### src/hw/rtl/trd_pkg.sv
// ----------------------------------------------------------------------------
// trd_pkg: shared types and constants of the touch report decoder
// header codes, field widths, scaling divisors and their reciprocals
// ----------------------------------------------------------------------------
package trd_pkg;

	// report header codes
	localparam logic [7:0] HDR_PEN_DOWN = 8'h81;
	localparam logic [7:0] HDR_PEN_UP   = 8'h80;

	// field widths
	localparam int BYTE_W = 8;
	localparam int RAW_W  = 16;
	localparam int RES_W  = 11;
	localparam int X_W    = 14;
	localparam int Y_W    = 15;

	// product of a raw coordinate and a resolution
	localparam int PROD_W = RAW_W + RES_W;
	// quotient width before saturation
	localparam int QUOT_W = 15;

	// raw y offset
	localparam int Y_OFFSET = 30;

	// constant divisors and fixed point reciprocals, floor(2^s / d)
	localparam int X_SPAN      = 4090;
	localparam int Y_SPAN      = 4070;
	localparam int RECIP_SHIFT = 27;
	localparam int RECIP_W     = 16;
	localparam int X_RECIP     = (2 ** RECIP_SHIFT) / X_SPAN;
	localparam int Y_RECIP     = (2 ** RECIP_SHIFT) / Y_SPAN;
	localparam int EST_W       = PROD_W + RECIP_W;

	// coordinate saturation limit
	localparam int COORD_MAX = 16383;

	// configuration register indexes
	typedef enum logic [0:0] {
		REG_X_RES = 1'b0,
		REG_Y_RES = 1'b1
	} reg_index_t;

	localparam logic [RES_W-1:0] X_RES_RESET = 11'd800;
	localparam logic [RES_W-1:0] Y_RES_RESET = 11'd480;

	// one assembled report on its way to the scaler
	typedef struct packed {
		logic             pen_down;
		logic [RAW_W-1:0] x_raw;
		logic [RAW_W-1:0] y_mag;
		logic             y_neg;
	} report_t;

endpackage

### src/hw/rtl/trd_parser.sv
// ----------------------------------------------------------------------------
// trd_parser: header hunt and report byte collection
// assembles raw x and the y offset magnitude into a registered report
// ----------------------------------------------------------------------------
module trd_parser (
	input  logic                         clk,
	input  logic                         arst_n,
	input  logic                         in_valid,
	output logic                         in_ready,
	input  logic [trd_pkg::BYTE_W-1:0]   rx_byte,
	output logic                         rpt_valid,
	output trd_pkg::report_t             rpt,
	input  logic                         rpt_ready
);

	typedef enum logic [2:0] {
		PH_IDLE,
		PH_X_LOW,
		PH_X_HIGH,
		PH_Y_LOW,
		PH_Y_HIGH
	} phase_t;

	phase_t                         phase_q;
	logic                           kind_q;
	logic [trd_pkg::RAW_W-1:0]      x_raw_q;
	logic [trd_pkg::BYTE_W-1:0]     y_low_q;
	logic                           rpt_valid_s1;
	trd_pkg::report_t               rpt_s1;

	logic [trd_pkg::RAW_W-1:0]      high_part;
	logic [trd_pkg::RAW_W-1:0]      y_raw;
	logic                           y_neg;
	logic [trd_pkg::RAW_W-1:0]      y_mag;
	logic                           take;
	logic                           rpt_load;

	// only the closing byte needs room in the report register
	assign in_ready = (phase_q != PH_Y_HIGH) || !rpt_valid_s1 || rpt_ready;
	assign take     = in_valid && in_ready;
	assign rpt_load = take && (phase_q == PH_Y_HIGH);

	assign high_part = {1'b0, rx_byte, 7'b0};
	assign y_raw     = trd_pkg::RAW_W'(y_low_q) + high_part;
	assign y_neg     = y_raw < trd_pkg::RAW_W'(trd_pkg::Y_OFFSET);
	assign y_mag     = y_neg ? (trd_pkg::RAW_W'(trd_pkg::Y_OFFSET) - y_raw)
	                         : (y_raw - trd_pkg::RAW_W'(trd_pkg::Y_OFFSET));

	always_ff @(posedge clk or negedge arst_n) begin
		if (!arst_n) begin
			phase_q      <= PH_IDLE;
			kind_q       <= 1'b0;
			x_raw_q      <= '0;
			y_low_q      <= '0;
			rpt_valid_s1 <= 1'b0;
		end else begin
			if (rpt_load) begin
				rpt_valid_s1 <= 1'b1;
			end else if (rpt_ready) begin
				rpt_valid_s1 <= 1'b0;
			end
			if (take) begin
				unique case (phase_q)
					PH_X_LOW: begin
						x_raw_q <= trd_pkg::RAW_W'(rx_byte);
						phase_q <= PH_X_HIGH;
					end
					PH_X_HIGH: begin
						x_raw_q <= x_raw_q + high_part;
						phase_q <= PH_Y_LOW;
					end
					PH_Y_LOW: begin
						y_low_q <= rx_byte;
						phase_q <= PH_Y_HIGH;
					end
					PH_Y_HIGH: begin
						phase_q <= PH_IDLE;
					end
					default: begin
						if (rx_byte == trd_pkg::HDR_PEN_DOWN) begin
							kind_q  <= 1'b1;
							phase_q <= PH_X_LOW;
						end else if (rx_byte == trd_pkg::HDR_PEN_UP) begin
							kind_q  <= 1'b0;
							phase_q <= PH_X_LOW;
						end else begin
							phase_q <= PH_IDLE;
						end
					end
				endcase
			end
		end
	end

	always_ff @(posedge clk) begin
		if (rpt_load) begin
			rpt_s1.pen_down <= kind_q;
			rpt_s1.x_raw    <= x_raw_q;
			rpt_s1.y_mag    <= y_mag;
			rpt_s1.y_neg    <= y_neg;
		end
	end

	assign rpt_valid = rpt_valid_s1;
	assign rpt       = rpt_s1;

endmodule

### src/hw/rtl/trd_scaler.sv
// ----------------------------------------------------------------------------
// trd_scaler: coordinate scaling pipeline
// resolution multiply, reciprocal quotient estimate, correction and output
// ----------------------------------------------------------------------------
module trd_scaler (
	input  logic                              clk,
	input  logic                              arst_n,
	input  logic                              rpt_valid,
	input  trd_pkg::report_t                  rpt,
	output logic                              rpt_ready,
	input  logic [trd_pkg::RES_W-1:0]         x_res,
	input  logic [trd_pkg::RES_W-1:0]         y_res,
	output logic                              out_valid,
	input  logic                              out_ready,
	output logic                              pen_down,
	output logic [trd_pkg::X_W-1:0]           x_pixel,
	output logic signed [trd_pkg::Y_W-1:0]    y_pixel
);

	localparam int PW = trd_pkg::PROD_W;
	localparam int QW = trd_pkg::QUOT_W;
	localparam int EW = trd_pkg::EST_W;
	localparam int SH = trd_pkg::RECIP_SHIFT;

	// stage 2: products
	logic                 valid_s2;
	logic                 pen_s2;
	logic                 neg_s2;
	logic [PW-1:0]        x_prod_s2;
	logic [PW-1:0]        y_prod_s2;

	// stage 3: quotient estimates
	logic                 valid_s3;
	logic                 pen_s3;
	logic                 neg_s3;
	logic [PW-1:0]        x_prod_s3;
	logic [PW-1:0]        y_prod_s3;
	logic [QW-1:0]        x_est_s3;
	logic [QW-1:0]        y_est_s3;

	// stage 4: result register
	logic                          valid_s4;
	logic                          pen_s4;
	logic [trd_pkg::X_W-1:0]       x_pix_s4;
	logic [trd_pkg::Y_W-1:0]       y_pix_s4;

	logic en2, en3, en4;

	logic [EW-1:0]        x_full_est;
	logic [EW-1:0]        y_full_est;
	logic [PW-1:0]        x_back;
	logic [PW-1:0]        y_back;
	logic [PW-1:0]        x_rem;
	logic [PW-1:0]        y_rem;
	logic [QW-1:0]        x_quot;
	logic [QW-1:0]        y_quot;
	logic [trd_pkg::X_W-1:0] x_sat;
	logic [trd_pkg::Y_W-1:0] y_sat;
	logic [trd_pkg::Y_W-1:0] y_signed;

	assign en4       = !valid_s4 || out_ready;
	assign en3       = !valid_s3 || en4;
	assign en2       = !valid_s2 || en3;
	assign rpt_ready = en2;

	assign x_full_est = EW'(x_prod_s2) * EW'(trd_pkg::X_RECIP);
	assign y_full_est = EW'(y_prod_s2) * EW'(trd_pkg::Y_RECIP);

	// estimate is exact or one low, a single remainder check fixes it
	assign x_back = PW'(x_est_s3) * PW'(trd_pkg::X_SPAN);
	assign y_back = PW'(y_est_s3) * PW'(trd_pkg::Y_SPAN);
	assign x_rem  = x_prod_s3 - x_back;
	assign y_rem  = y_prod_s3 - y_back;
	assign x_quot = x_est_s3 + QW'(x_rem >= PW'(trd_pkg::X_SPAN));
	assign y_quot = y_est_s3 + QW'(y_rem >= PW'(trd_pkg::Y_SPAN));

	assign x_sat = (x_quot > QW'(trd_pkg::COORD_MAX)) ? trd_pkg::X_W'(trd_pkg::COORD_MAX)
	                                                  : trd_pkg::X_W'(x_quot);
	assign y_sat = (y_quot > QW'(trd_pkg::COORD_MAX)) ? trd_pkg::Y_W'(trd_pkg::COORD_MAX)
	                                                  : trd_pkg::Y_W'(y_quot);
	assign y_signed = neg_s3 ? (trd_pkg::Y_W'(0) - y_sat) : y_sat;

	always_ff @(posedge clk or negedge arst_n) begin
		if (!arst_n) begin
			valid_s2 <= 1'b0;
			valid_s3 <= 1'b0;
			valid_s4 <= 1'b0;
		end else begin
			if (en2) begin
				valid_s2 <= rpt_valid;
			end
			if (en3) begin
				valid_s3 <= valid_s2;
			end
			if (en4) begin
				valid_s4 <= valid_s3;
			end
		end
	end

	always_ff @(posedge clk) begin
		if (en2) begin
			pen_s2    <= rpt.pen_down;
			neg_s2    <= rpt.y_neg;
			x_prod_s2 <= PW'(rpt.x_raw) * PW'(x_res);
			y_prod_s2 <= PW'(rpt.y_mag) * PW'(y_res);
		end
		if (en3) begin
			pen_s3    <= pen_s2;
			neg_s3    <= neg_s2;
			x_prod_s3 <= x_prod_s2;
			y_prod_s3 <= y_prod_s2;
			x_est_s3  <= x_full_est[SH +: QW];
			y_est_s3  <= y_full_est[SH +: QW];
		end
		if (en4) begin
			pen_s4   <= pen_s3;
			x_pix_s4 <= x_sat;
			y_pix_s4 <= y_signed;
		end
	end

	assign out_valid = valid_s4;
	assign pen_down  = pen_s4;
	assign x_pixel   = x_pix_s4;
	assign y_pixel   = $signed(y_pix_s4);

endmodule

### src/hw/rtl/touch_report_decoder.sv
// ----------------------------------------------------------------------------
// touch_report_decoder: pen report parser for a touch controller link
// finds a press or release header, collects four coordinate bytes and
// reports the coordinates scaled to the screen resolution
// ----------------------------------------------------------------------------
// a report's last byte is loaded into the parser's report register and then
// passes scaler stages s2, s3 and s4 to out_valid; bytes are taken one per cycle
// while the output is not stalled, the rate being set by the byte parser
// reset: arst_n clears the parser to header hunt, empties the pipeline and
// loads the resolutions with 800 and 480
module touch_report_decoder (
	input  logic                              clk,
	input  logic                              arst_n,
	// byte input channel
	input  logic                              in_valid,
	output logic                              in_ready,
	input  logic [trd_pkg::BYTE_W-1:0]        rx_byte,
	// event output channel
	output logic                              out_valid,
	input  logic                              out_ready,
	output logic                              pen_down,
	output logic [trd_pkg::X_W-1:0]           x_pixel,
	output logic signed [trd_pkg::Y_W-1:0]    y_pixel,
	// configuration write port
	input  logic                              cfg_write,
	input  logic [0:0]                        cfg_index,
	input  logic [trd_pkg::RES_W-1:0]         cfg_data
);

	// resolution registers
	logic [trd_pkg::RES_W-1:0] x_res_q;
	logic [trd_pkg::RES_W-1:0] y_res_q;

	// report handoff between parser and scaler
	logic             rpt_valid;
	logic             rpt_ready;
	trd_pkg::report_t rpt;

	// configuration writes land immediately, no handshake
	always_ff @(posedge clk or negedge arst_n) begin
		if (!arst_n) begin
			x_res_q <= trd_pkg::X_RES_RESET;
			y_res_q <= trd_pkg::Y_RES_RESET;
		end else if (cfg_write) begin
			unique case (trd_pkg::reg_index_t'(cfg_index))
				trd_pkg::REG_X_RES: x_res_q <= cfg_data;
				trd_pkg::REG_Y_RES: y_res_q <= cfg_data;
				default: ;
			endcase
		end
	end

	// header hunt and byte collection, one report register at its output
	trd_parser u_parser (
		.clk       (clk),
		.arst_n    (arst_n),
		.in_valid  (in_valid),
		.in_ready  (in_ready),
		.rx_byte   (rx_byte),
		.rpt_valid (rpt_valid),
		.rpt       (rpt),
		.rpt_ready (rpt_ready)
	);

	// multiply by resolution, divide by the span constant, saturate
	// the last stage doubles as the output register, so stalls back up cleanly
	trd_scaler u_scaler (
		.clk       (clk),
		.arst_n    (arst_n),
		.rpt_valid (rpt_valid),
		.rpt       (rpt),
		.rpt_ready (rpt_ready),
		.x_res     (x_res_q),
		.y_res     (y_res_q),
		.out_valid (out_valid),
		.out_ready (out_ready),
		.pen_down  (pen_down),
		.x_pixel   (x_pixel),
		.y_pixel   (y_pixel)
	);

	// input stalls only when a finished event waits at the output
	a_stall_from_output: assert property (@(posedge clk) disable iff (!arst_n)
		!in_ready |-> (out_valid && !out_ready))
		else $error("input stalled with no waiting event");

	// a negative y comes only from the small offset below zero
	a_neg_y_small: assert property (@(posedge clk) disable iff (!arst_n)
		(out_valid && y_pixel[trd_pkg::Y_W-1]) |-> (y_pixel >= -15))
		else $error("negative y coordinate out of range");

	// an x resolution write takes effect on the next cycle
	a_cfg_x_write: assert property (@(posedge clk) disable iff (!arst_n)
		(cfg_write && (cfg_index == trd_pkg::REG_X_RES)) |=> (x_res_q == $past(cfg_data)))
		else $error("x resolution write lost");

endmodule
### config.mk
export PLATFORM = sky130hd
export DESIGN_NAME = touch_report_decoder
export DESIGN_NICKNAME = d
export VERILOG_FILES = /design/src/hw/rtl/trd_pkg.sv /design/src/hw/rtl/trd_parser.sv /design/src/hw/rtl/trd_scaler.sv /design/src/hw/rtl/touch_report_decoder.sv
export SDC_FILE = /design/constraint.sdc
export NUM_CORES = 2
export LEC_CHECK = 0
export BUFFER_PORTS_ARGS = -buffer_cell sky130_fd_sc_hd__buf_2
export CAP_MARGIN = 25
export CORE_MARGIN = 1
export CORE_UTILIZATION = 25
export CTS_CLUSTER_DIAMETER = 100
export DETAILED_ROUTE_END_ITERATION = 16
export PLACE_DENSITY_LB_ADDON = 0.08
export SLEW_MARGIN = 30
export SYNTH_ARGS = -nofsm -noshare
export SYNTH_HDL_FRONTEND = slang
export SYNTH_HIERARCHICAL = 1
export SYNTH_SLANG_ARGS = --single-unit
### constraint.sdc
create_clock -name clk -period 9.4 [get_ports clk]
set_input_delay 0.47 -clock clk [delete_from_list [all_inputs] [get_ports clk]]
set_output_delay 0.47 -clock clk [all_outputs]
set_load 0.01 [all_outputs]
**Word level (Yosys, flattened, before mapping)**

Index checks and enable logic that the tools add are counted.

- Output and inout port bits: 32
- Word-level logic and storage cells: 87
- Register bits after elaboration: 260

- Equal/unequal tests: 7
- Order comparisons: 5
- Add/subtract/negate cells: 9
- Bitwise operators: 2
- Muxes and demuxes: 11
- Reductions and logical operators: 20
- $mul: 6

Operator list:

| operator | number |
|---|---|
| >= comparator 27 x 12 -> 1 bit (second input constant) | 2 |
| multiplier 16 x 11 -> 27 bit | 2 |
| subtractor 27 bit | 2 |
| multiplier 15 x 11 -> 26 bit (second input constant) | 2 |
| multiplier 27 x 16 -> 42 bit (second input constant) | 1 |
| multiplier 27 x 12 -> 38 bit (second input constant) | 1 |
| case mux 16 bit (2 select lines) | 1 |
| adder 15 x 1 -> 15 bit | 2 |
| > comparator 15 x 14 -> 1 bit (second input constant) | 2 |
| 2-to-1 mux 15 bit | 2 |
| adder 16 x 15 -> 16 bit | 1 |
| adder 8 x 15 -> 16 bit | 1 |
| == test 8 bit (second input constant) | 2 |
| less-than comparator 16 x 5 -> 1 bit (second input constant) | 1 |
| 2-to-1 mux 16 bit | 1 |
| subtractor 16 x 5 -> 16 bit (second input constant) | 1 |
| subtractor 5 x 16 -> 16 bit (first input constant) | 1 |
| subtractor 1 x 15 -> 15 bit (first input constant) | 1 |
| case mux 3 bit (4 select lines) | 1 |
| AND reduction 2 bit | 4 |
| == test 3 x 2 -> 1 bit (second input constant) | 2 |
| nonzero test 2 bit | 3 |
| logical OR 1 bit | 5 |
| 2-to-1 mux 1 bit | 5 |
| other kinds (9) | 14 |

**Depth between registers and ports, before layout**

- Depth after elaboration: 8
- Gate-level depth with buffers: 43
- Gate-level depth less buffers: 43

**By module**

Netlist, hierarchy kept.

By module, submodules not included:

| module | instances | seq. area each (um^2) | area each (um^2) | cells each |
|---|---|---|---|---|
| trd_scaler | 1 | 5180.0 | 33180.6 | 3339 |
| trd_parser | 1 | 1746.7 | 3285.7 | 294 |
| touch_report_decoder | 1 | 559.3 | 884.6 | 48 |

**Worst setup path before layout**

Ideal clock, no wire load.

- Path kind: register to register
- Start: register u_scaler.y_est_s3[7]
- End: register u_scaler.y_pix_s4, in the netlist u_scaler/y_pixel[9] (data pin)
- Path buffers: 0
- Data arrival time: 9.849 ns
- Setup time: 0.259 ns
- Path slack: -0.708 ns
- Cell stages (with the launch flop): 38
- Period minus slack after synthesis: 10.108 ns
- Required time: 9.141 ns
- Path through: edfxtp_1 > fa_1 > fa_1 > fa_1 > fa_1 > inv_1 > fa_1 > inv_1 > ha_1 > a21o_1 > a21o_1 > a221o_1 > a31oi_1 > a211oi_1 > o311a_1 > nor2_1 > xor2_1 > ha_1 > (+2 left out) > nand2_1 > mux2i_1 > nor3_1 > nand3_1 > or4_1 > or4_1 > or4_1 > ha_1 > ha_1 > and4_1 > nand4_1 > xor2_1 > nand2b_1 > or4_1 > o21ai_1 > nand2_1 > a21oi_1 > xnor2_1

- Cells in the longest elaborated chain, start to end: 8

RTL lines:

| item | line | source |
|---|---|---|
| from (decl) | trd_scaler.sv:39 | `logic [QW-1:0] y_est_s3;` |
| from (signal assigned) | trd_scaler.sv:114 | `y_est_s3 <= y_full_est[SH +: QW];` |
| multiplier 15 x 11 -> 26 bit | trd_scaler.sv:71 | `assign y_back = PW'(y_est_s3) * PW'(trd_pkg::Y_SPAN);` |
| subtractor 27 bit | trd_scaler.sv:73 | `assign y_rem = y_prod_s3 - y_back;` |
| >= comparator 27 x 12 -> 1 bit | trd_scaler.sv:75 | `assign y_quot = y_est_s3 + QW'(y_rem >= PW'(trd_pkg::Y_SPAN));` |
| adder 15 x 1 -> 15 bit (*) | trd_scaler.sv:75 |  |
| > comparator 15 x 14 -> 1 bit | trd_scaler.sv:79 | `assign y_sat = (y_quot > QW'(trd_pkg::COORD_MAX)) ? trd_pkg::Y_W'(trd_pkg::COORD_MAX)` |
| 2-to-1 mux 15 bit (*) | trd_scaler.sv:79 |  |
| named net u_scaler.y_sat, one bit | trd_scaler.sv:58 | `logic [trd_pkg::Y_W-1:0] y_sat;` |
| subtractor 1 x 15 -> 15 bit (*) | trd_scaler.sv:81 | `assign y_signed = neg_s3 ? (trd_pkg::Y_W'(0) - y_sat) : y_sat;` |
| 2-to-1 mux 15 bit (*) | trd_scaler.sv:81 |  |
| named net u_scaler.y_signed, one bit | trd_scaler.sv:59 | `logic [trd_pkg::Y_W-1:0] y_signed;` |
| to (signal assigned) | trd_scaler.sv:119 | `y_pix_s4 <= y_signed;` |
| to (decl) | trd_scaler.sv:45 | `logic [trd_pkg::Y_W-1:0] y_pix_s4;` |

Mark *: on every way through the listed nets, which the timed path passes. The rest lies on a longest branch.
A chain may end at the register's enable or synchronous reset.

**Final worst setup path**

- Start: register u_scaler.y_est_s3[6]
- End: register u_scaler.y_pix_s4, in the netlist u_scaler/y_pixel[9] (data pin)

- Cells in the longest elaborated chain, start to end: 8

RTL lines:

| item | line |
|---|---|
| multiplier 15 x 11 -> 26 bit | trd_scaler.sv:71 |
| subtractor 27 bit | trd_scaler.sv:73 |
| >= comparator 27 x 12 -> 1 bit | trd_scaler.sv:75 |
| adder 15 x 1 -> 15 bit (*) | trd_scaler.sv:75 |
| > comparator 15 x 14 -> 1 bit | trd_scaler.sv:79 |
| 2-to-1 mux 15 bit (*) | trd_scaler.sv:79 |
| subtractor 1 x 15 -> 15 bit | trd_scaler.sv:81 |
| 2-to-1 mux 15 bit (*) | trd_scaler.sv:81 |
| named net u_scaler.y_signed, one bit | trd_scaler.sv:59 |

Marked as above.

==> results.toml <==
[setup_path]
start_kind = "flop"
end_kind = "flop"
critPathSlowestCell = "fa_2"
worstSetupPathType = "flop to flop"
startpoint = "u_scaler/y_est_s3[6]$_DFFE_PP_"
required_ps = 9750
worstPathArrival_ps = 10100
endpoint = "u_scaler/y_pixel[9]$_DFFE_PP_"
cpPeakStageDelay_ps = 660
cp_common_cell = "fa_1"
r2r-end = "u_scaler/y_pixel[9]$_DFFE_PP_"
critPathMaxFanout = 5
rrSetupSlack_ps = -360
crit-reg2reg-launch = "u_scaler/y_est_s3[6]$_DFFE_PP_"
reg2regPathDepth = 37

[route]
post_drt_wl_per_cell_um = 16.39
drc = 0
wl_um = 97070
final_antenna_net_count = 0
vias = 25430
viasPerCell = 4.294
drtIter0Drc = 836
drt-pass1-iter-count = 5

[worst_hold_path]
holdCritPathClass = "primary input to asynchronous set/reset pin"

[finish]
syn_to_final_growth_pct = 16.26
drive_gt1_share_pct = 12.94
fillers = 15540
fin_area_mm2 = 0.04342
final_util_pct = 29.34
nNetsFinal = 5092

[cts]
hold_buffers = 0
cts_tree = "built"
cts.htree.levels = 2
cts_made_buffers = 39
clock_latency_ps = 600
cts_root_buffer = "clkbuf_16"
clk_pin_slew_ps = 50
clockBufferDepth = 3
cts.sinks = 258

[synth]
netlist_top_cells_count = "628 x ha_1, 623 x inv_1, 480 x fa_1"
seq_area_frac_synth_pct = 20.04
synth_area_leaders = "fa_1 26%, ha_1 21%, edfxtp_1 16%"
ys_seq_elements = 258
yosysMostFrequentCell = "ha_1"
synth_top_area_cell = "fa_1"
synth_nets = 4814
yosysWarnings = 6
syn_area_mm2 = 0.03735
synth-async-reset-ratio_pct = 20.93
synth_top_area_share_pct = 25.73
syn_area_per_cell_um2 = 10.15
synth-edff-count = 204
synthCells = 3681
synth-main-ff-cell = "edfxtp_1"
synth.distinct_cells = 86

[floorplanning]
rows = 141
core_mm2 = 0.1480
pin_count = 57
die_w_um = 388.5
die-area_mm2 = 0.1510
start_util_pct = 25.23
fp.dieH_um = 388.5

[sta]
period_share_pct = 103.8
slew_headroom_pct = 45.81
setup_viol = 13
fin_worst_skew_ps = 15.07
worst_pin_slew_ps = 802.3
min_period_ps = 9757
slew_viol_final = 0
grt_setup_unrepaired = "true"
max_freq_mhz = 102.5
hold_viol_final = 0
worst_slack_ps = -357.3

[global_routing]
grt_max_degree = 59
antenna_found_initial = 8
grt_pass1_wl_um = 157000
gr-total-overflow = 0
grt_pass1_vias = 27860
track_usage_pct = 13.19

[placed_design]
globalplace.congestion = 0.7681
io_buffers = 56
dpl.hpwl_um = 79490
pre_cts_ws_ps = -812.2
place_area_mm2 = 0.04153

[outcome]
status = "finished with violations"
failed_checks = "negative setup slack"

[run]
drv_cap = 0
## sequential cells by signal, summed over array words and instances, names as in the netlist, 3 cells and up
register	count
u_parser/rpt	34
u_scaler/x_prod_s2	27
u_scaler/y_prod_s2	27
u_scaler/x_prod_s3	26
u_scaler/y_prod_s3	26
u_parser/x_raw_q	16
u_scaler/x_est_s3	15
u_scaler/y_est_s3	15
u_scaler/y_pixel	15
u_scaler/x_pixel	14
x_res_q	11
y_res_q	11
u_parser/y_low_q	8
u_parser/phase_q	3
## critical path: cells and delay by family (launching register included)
family          cells  cell delay, ps
compound gates      9            1890
xor+xnor            3             430
fa+ha+maj           9            3430
buf+inv             4             410
flops               1             510
simple gates       12            2830
## area by class of cell
cell class,count,area [um2],area share [%]
inverters,625,2349,5.408
diodes,2,5.005,0.01153
multi-input cells,2717,27560,63.47
flip-flops and latches,258,7486,17.24
clock inverters,18,225.2,0.5186
repair buffers,318,2262,5.209
clock buffers,53,1121,2.582
well taps,1930,2415,5.561
## per-layer routing
metal | GRT usage (%) | share of wire, % | up-vias
li1 | - | - | 12780
met1 | 18.81 | 51 | 12310
met2 | 21.38 | 44 | 252
met3 | 1.603 | 2.8 | 80
met4 | 2.487 | 1.6 | 4
met5 | 0 | 0.027 | -
## how the worst min path moves through the flow
| stage | to | slack [ps] | cells past startpoint |
|---|---|---|---|
| 3_3_place_gp | u_scaler/pen_s2$_DFFE_PP_ | 400 | 0 |
| 5_1_grt | u_parser/x_raw_q[12]$_DFFE_PN0P_ | 40 | 2 |
| 6_report | u_parser/x_raw_q[12]$_DFFE_PN0P_ | 4 | 2 |
| 3_5_place_dp | u_scaler/pen_s2$_DFFE_PP_ | 410 | 0 |
| 2_1_floorplan | u_parser/kind_q$_DFFE_PN0P_ | 170 | 0 |
| 4_1_cts | u_parser/phase_q[0]$_DFFE_PN0N_ | 5 | 2 |
## logic make-up after synthesis
logic type,synth area share [%]
compound gates,8.345
xor+xnor,4.268
fa+ha+maj,46.76
buf+inv,7.199
flops,20.04
mux,1.313
simple gates,12.07
## stage by stage
step	instances	hold slack, ps	setup TNS [ps]
floorplan	3681	174.4	-961.1
detailed placement	5815	406.5	-8608
global route	5920	44.52	-10510
finish	5921	3.514	-3151
global placement	5815	403.2	-7439
CTS	5899	5.342	-3655
## cell usage in the layout, fill, tap and decap left out, types with 103 or more instances in the layout
cell type	instances
xnor2_1	112
a21oi_1	103
buf_4	258
edfxtp_1	204
nand2_1	356
and2_1	161
ha_1	620
nor2_1	121
inv_1	620
fa_1	473
## timing repair
action	CTS	global route
gates resized for setup	39	31
setup endpoints to repair	14	29
endpoints found under the hold margin	0	0
pin swaps	27	9
gates cloned	0	1
buffers inserted	15	20
Power is not shown: default switching activity piles up to over one toggle a cycle in this logic, so the estimate is an artifact.
